## src/sv/ehf_divider.sv

```systemverilog
`default_nettype none
// Signed restoring divider, one quotient bit per cycle, truncates toward zero.
module ehf_divider
(
    input  wire logic               clk,
    input  wire logic               rst_n,
    input  wire logic               start,
    input  wire logic signed [39:0] dividend,
    input  wire logic [4:0]         divisor,
    output logic                    done,
    output logic signed [31:0]      quotient
);
    logic [39:0] mag_reg, mag_next;
    logic [39:0] rem_reg, rem_next;
    logic        neg_reg, neg_next;
    logic [5:0]  step_reg, step_next;
    logic        run_reg, run_next;
    logic [4:0]  dvs_reg, dvs_next;
    logic [40:0] trial;
    logic [39:0] qsigned;

    always_comb
    begin
        mag_next  = mag_reg;
        rem_next  = rem_reg;
        neg_next  = neg_reg;
        step_next = step_reg;
        run_next  = run_reg;
        dvs_next  = dvs_reg;
        done      = 1'b0;
        trial     = {rem_reg, mag_reg[39]} - {36'd0, dvs_reg};
        if (start)
        begin
            mag_next  = dividend[39] ? 40'(-dividend) : dividend;
            neg_next  = dividend[39];
            rem_next  = '0;
            step_next = '0;
            dvs_next  = divisor;
            run_next  = 1'b1;
        end
        else if (run_reg)
        begin
            // shift in one dividend bit, subtract when it fits
            if (!trial[40])
            begin
                rem_next = trial[39:0];
                mag_next = {mag_reg[38:0], 1'b1};
            end
            else
            begin
                rem_next = {rem_reg[38:0], mag_reg[39]};
                mag_next = {mag_reg[38:0], 1'b0};
            end
            step_next = step_reg + 6'd1;
            if (step_reg == 6'd39)
            begin
                run_next = 1'b0;
            end
        end
        else if (step_reg == 6'd40)
        begin
            done      = 1'b1;
            step_next = '0;
        end
    end

    assign qsigned  = neg_reg ? 40'(-mag_reg) : mag_reg;
    assign quotient = qsigned[31:0];

    always_ff @(posedge clk or negedge rst_n)
    begin
        if (!rst_n)
        begin
            run_reg  <= 1'b0;
            step_reg <= '0;
        end
        else
        begin
            run_reg  <= run_next;
            step_reg <= step_next;
        end
    end

    always_ff @(posedge clk)
    begin
        mag_reg <= mag_next;
        rem_reg <= rem_next;
        neg_reg <= neg_next;
        dvs_reg <= dvs_next;
    end
endmodule
`default_nettype wire

```

## config.mk

```make
export PLATFORM = sky130hd
export DESIGN_NAME = ehf_divider
export DESIGN_NICKNAME = d
export VERILOG_FILES = /design/src/sv/ehf_divider.sv
export SDC_FILE = /design/constraint.sdc
export NUM_CORES = 1
export LEC_CHECK = 0
export BUFFER_PORTS_ARGS = -buffer_cell sky130_fd_sc_hd__buf_2
export CORE_MARGIN = 5
export CORE_UTILIZATION = 60
export DETAILED_ROUTE_END_ITERATION = 8
export GPL_ROUTABILITY_DRIVEN = 0
export PLACE_DENSITY = 0.81
export SYNTH_ARGS = -nofsm -noshare
export SYNTH_HDL_FRONTEND = slang
export SYNTH_SLANG_ARGS = --single-unit
```

## constraint.sdc

```tcl
create_clock -name clk -period 4.2 [get_ports clk]
set_input_delay 0.42 -clock clk [delete_from_list [all_inputs] [get_ports clk]]
set_output_delay 0.42 -clock clk [all_outputs]
set_load 0.03 [all_outputs]
```

==> reports/metrics.cfg <==
[status]
outcome = finished clean

[route]
drc_errors = 0
wl_um = 14300
drt-initial-drc-count = 444
first_pass_iters = 6
wl_per_cell_um = 16.1
ant_nets = 0
detail_route.vias_per_cell = 6.01
vias = 5342

[sta]
slew_violations = 0
finalCritPeriodShare_pct = 94.7
setup_violations = 0
grt_setup_unrepaired = no
min_period_ns = 3.98
setup_tns_ns = 0
worst_pin_slew_ns = 0.951
fin_skew_ns = 0.0104
hold_viol_final = 0
max_freq_mhz = 251
fin_ws_ns = 0.224
relSlewSlack_pct = 36.6

[flow_run]
cap_violations = 0

[clock_tree]
clkSinkCount = 93
cts_buffers = 9
clk_latency_ns = 0.36
path_clk_slew_ns = 0.08
clockRootBuffer = clkbuf_8
htreeDepth = 3
cts_tree = yes
clockBufferDepth = 2

[worst_setup_path]
worstPathMaxFanout = 6
worstSetupEndpointType = primary output
crit_required_ns = 3.78
path_class = flip-flop to primary output
reg2reg_from = rem_reg[8]
critPathLaunchType = flip-flop
cp.arrival_ns = 3.56
crit-reg2reg-capture = rem_reg[15]
worstRegToRegCells = 7
r2r_slack_ns = 1.14

[die]
core-area_um2 = 9860
num_io_pins = 81
fp.dieArea_um2 = 12300
num_rows = 36
die_x_um = 111
start_util_pct = 62.1
dieHeight_um = 111

[worst_hold_path]
min_from = divisor[4]
hold_depth = 1
min_to = dvs_reg[4]
hp-class = primary input to flip-flop

[power_and_ir_drop]
power.share.combinational_pct = 55.2
p_int_mw = 2.44
clkPwrFrac_pct = 11.4
vdd_drop_max_mv = 0.511
seq_power_share_pct = 33.4
p_switching_mw = 1.99
power_density_nw_per_um2 = 657
p_leak_nw = 2.53
p_sw_share_pct = 44.9

[synth]
syn-num-nets = 750
ys_types = 64
syn_area_um2 = 6130
syn_area_per_cell_um2 = 8.85
synth-seq-area-share_pct = 38.5
synth_edf_count = 46
postSynthCellCount = 692
yosys_warnings = 0
async_flop_share_pct = 7.53
ys_ff_latch = 93
synth_top_flop_cell = edfxtp_1

[place]
pre_cts_ws_ns = 0.607
portBuffers = 80
dp_hpwl_um = 10100

[layout]
multiInputGateArea_um2 = 3540
antennaDiodeCount = 0
final_cell_mix = nor2_1, buf_2, xnor2_1
area_delta_synth_final_pct = 9.94
fillers = 787
finalNetCount = 809
regArea_um2 = 2360
final_common_cell = nor2_1
final_layout_size_suffix_gt1_share_pct = 15.7

[global_route]
track_usage_pct = 23.1
grt_first_pass_wirelength_um = 24300
grt_pass1_vias = 5207
antenna_found_initial = 0
grt_max_degree = 66
gr-total-overflow = 0

[power by group through the flow]
stage | registers [mW] | clock network (mW) | logic (mW)
2_1_floorplan | 1.40 | 0 | 1.99
3_3_place_gp | 1.47 | 0 | 2.34
3_5_place_dp | 1.49 | 0 | 2.42
4_1_cts | 1.47 | 0.511 | 2.43
5_1_grt | 1.52 | 0.558 | 2.72
6_report | 1.48 | 0.504 | 2.44
[synth_stat cells, drive strengths merged (11+ instances only)]
| cell | count | area, µm² |
|---|---|---|
| nor2 | 84 | 315 |
| o21ai | 54 | 285 |
| xnor2 | 53 | 464 |
| a21oi | 51 | 259 |
| nand2 | 49 | 184 |
| xor2 | 49 | 429 |
| edfxtp | 46 | 1380 |
| dfxtp | 40 | 801 |
| clkbuf | 31 | 116 |
| a211oi | 30 | 230 |
| or3 | 21 | 131 |
| inv | 20 | 75.1 |
| o31ai | 20 | 150 |
| or4 | 16 | 131 |
| nor3 | 15 | 75.1 |
| nand2b | 12 | 75.1 |
| o41ai | 11 | 126 |
[how the worst max path moves through the flow]
stage                from      endpoint  depth (start not counted)
5_1_grt        mag_reg[5]  quotient[30]                          8
4_1_cts        mag_reg[5]  quotient[30]                          8
6_report       mag_reg[5]  quotient[30]                          8
3_3_place_gp   mag_reg[6]  quotient[30]                          8
3_5_place_dp   mag_reg[5]  quotient[30]                          8
2_1_floorplan  mag_reg[6]  quotient[30]                          7
[what timing repair did]
action                    in CTS  in global routing
resized for setup              0                  0
setup buffers                  0                  0
hold endpoints to repair       7                  0
hold buffers                   1                  0
[cell families after synthesis]
kind of cell,Yosys count,synth area share [%]
fa+ha+maj,10,2.16
flops,93,38.5
compound gates,188,20.1
mux,7,1.20
simple gates,234,19.6
buf+inv,58,3.82
xor+xnor,102,14.6
[per-layer routing]
metal	global-route usage, %	up-vias	share of wire (%)
met4	5.19	0	0.92
li1	-	2619	-
met2	39.8	202	49
met1	30.6	2505	44
met3	3.77	16	6.5
met5	0	-	0
[per-stage QoR]
step | instance area [µm²] | cells | power [mW] | util (%) | hold slack [ns]
floorplan | 6130 | 692 | 3.39 | - | 0.124
global placement | 6580 | 872 | 3.82 | 66.7 | 0.257
detailed placement | 6580 | 872 | 3.91 | 66.7 | 0.266
CTS | 6740 | 889 | 4.42 | 68.3 | 0.228
global route | 6740 | 889 | 4.79 | 68.3 | 0.219
finish | 6740 | 889 | 4.42 | 68.3 | 0.236
[critical path: stages (launching register included)]
cell and delay [ns]:
edfxtp_1 0.46, or4_4 0.57, nor4_1 0.32, nand2b_1 0.20, or3_1 0.45, or4_1 0.56
o41ai_2 0.26, xnor2_1 0.17, buf_2 0.22
[final cells by class]
type	count	share of cell area, %
Clock buffer	12	2.01
Clock inverter	4	0.241
Inverter	20	1.11
Multi-Input combinational cell	541	52.5
Sequential cell	93	35.0
Tap cell	133	2.47
Timing Repair Buffer	86	6.69
(Power assumes the default switching activity.)
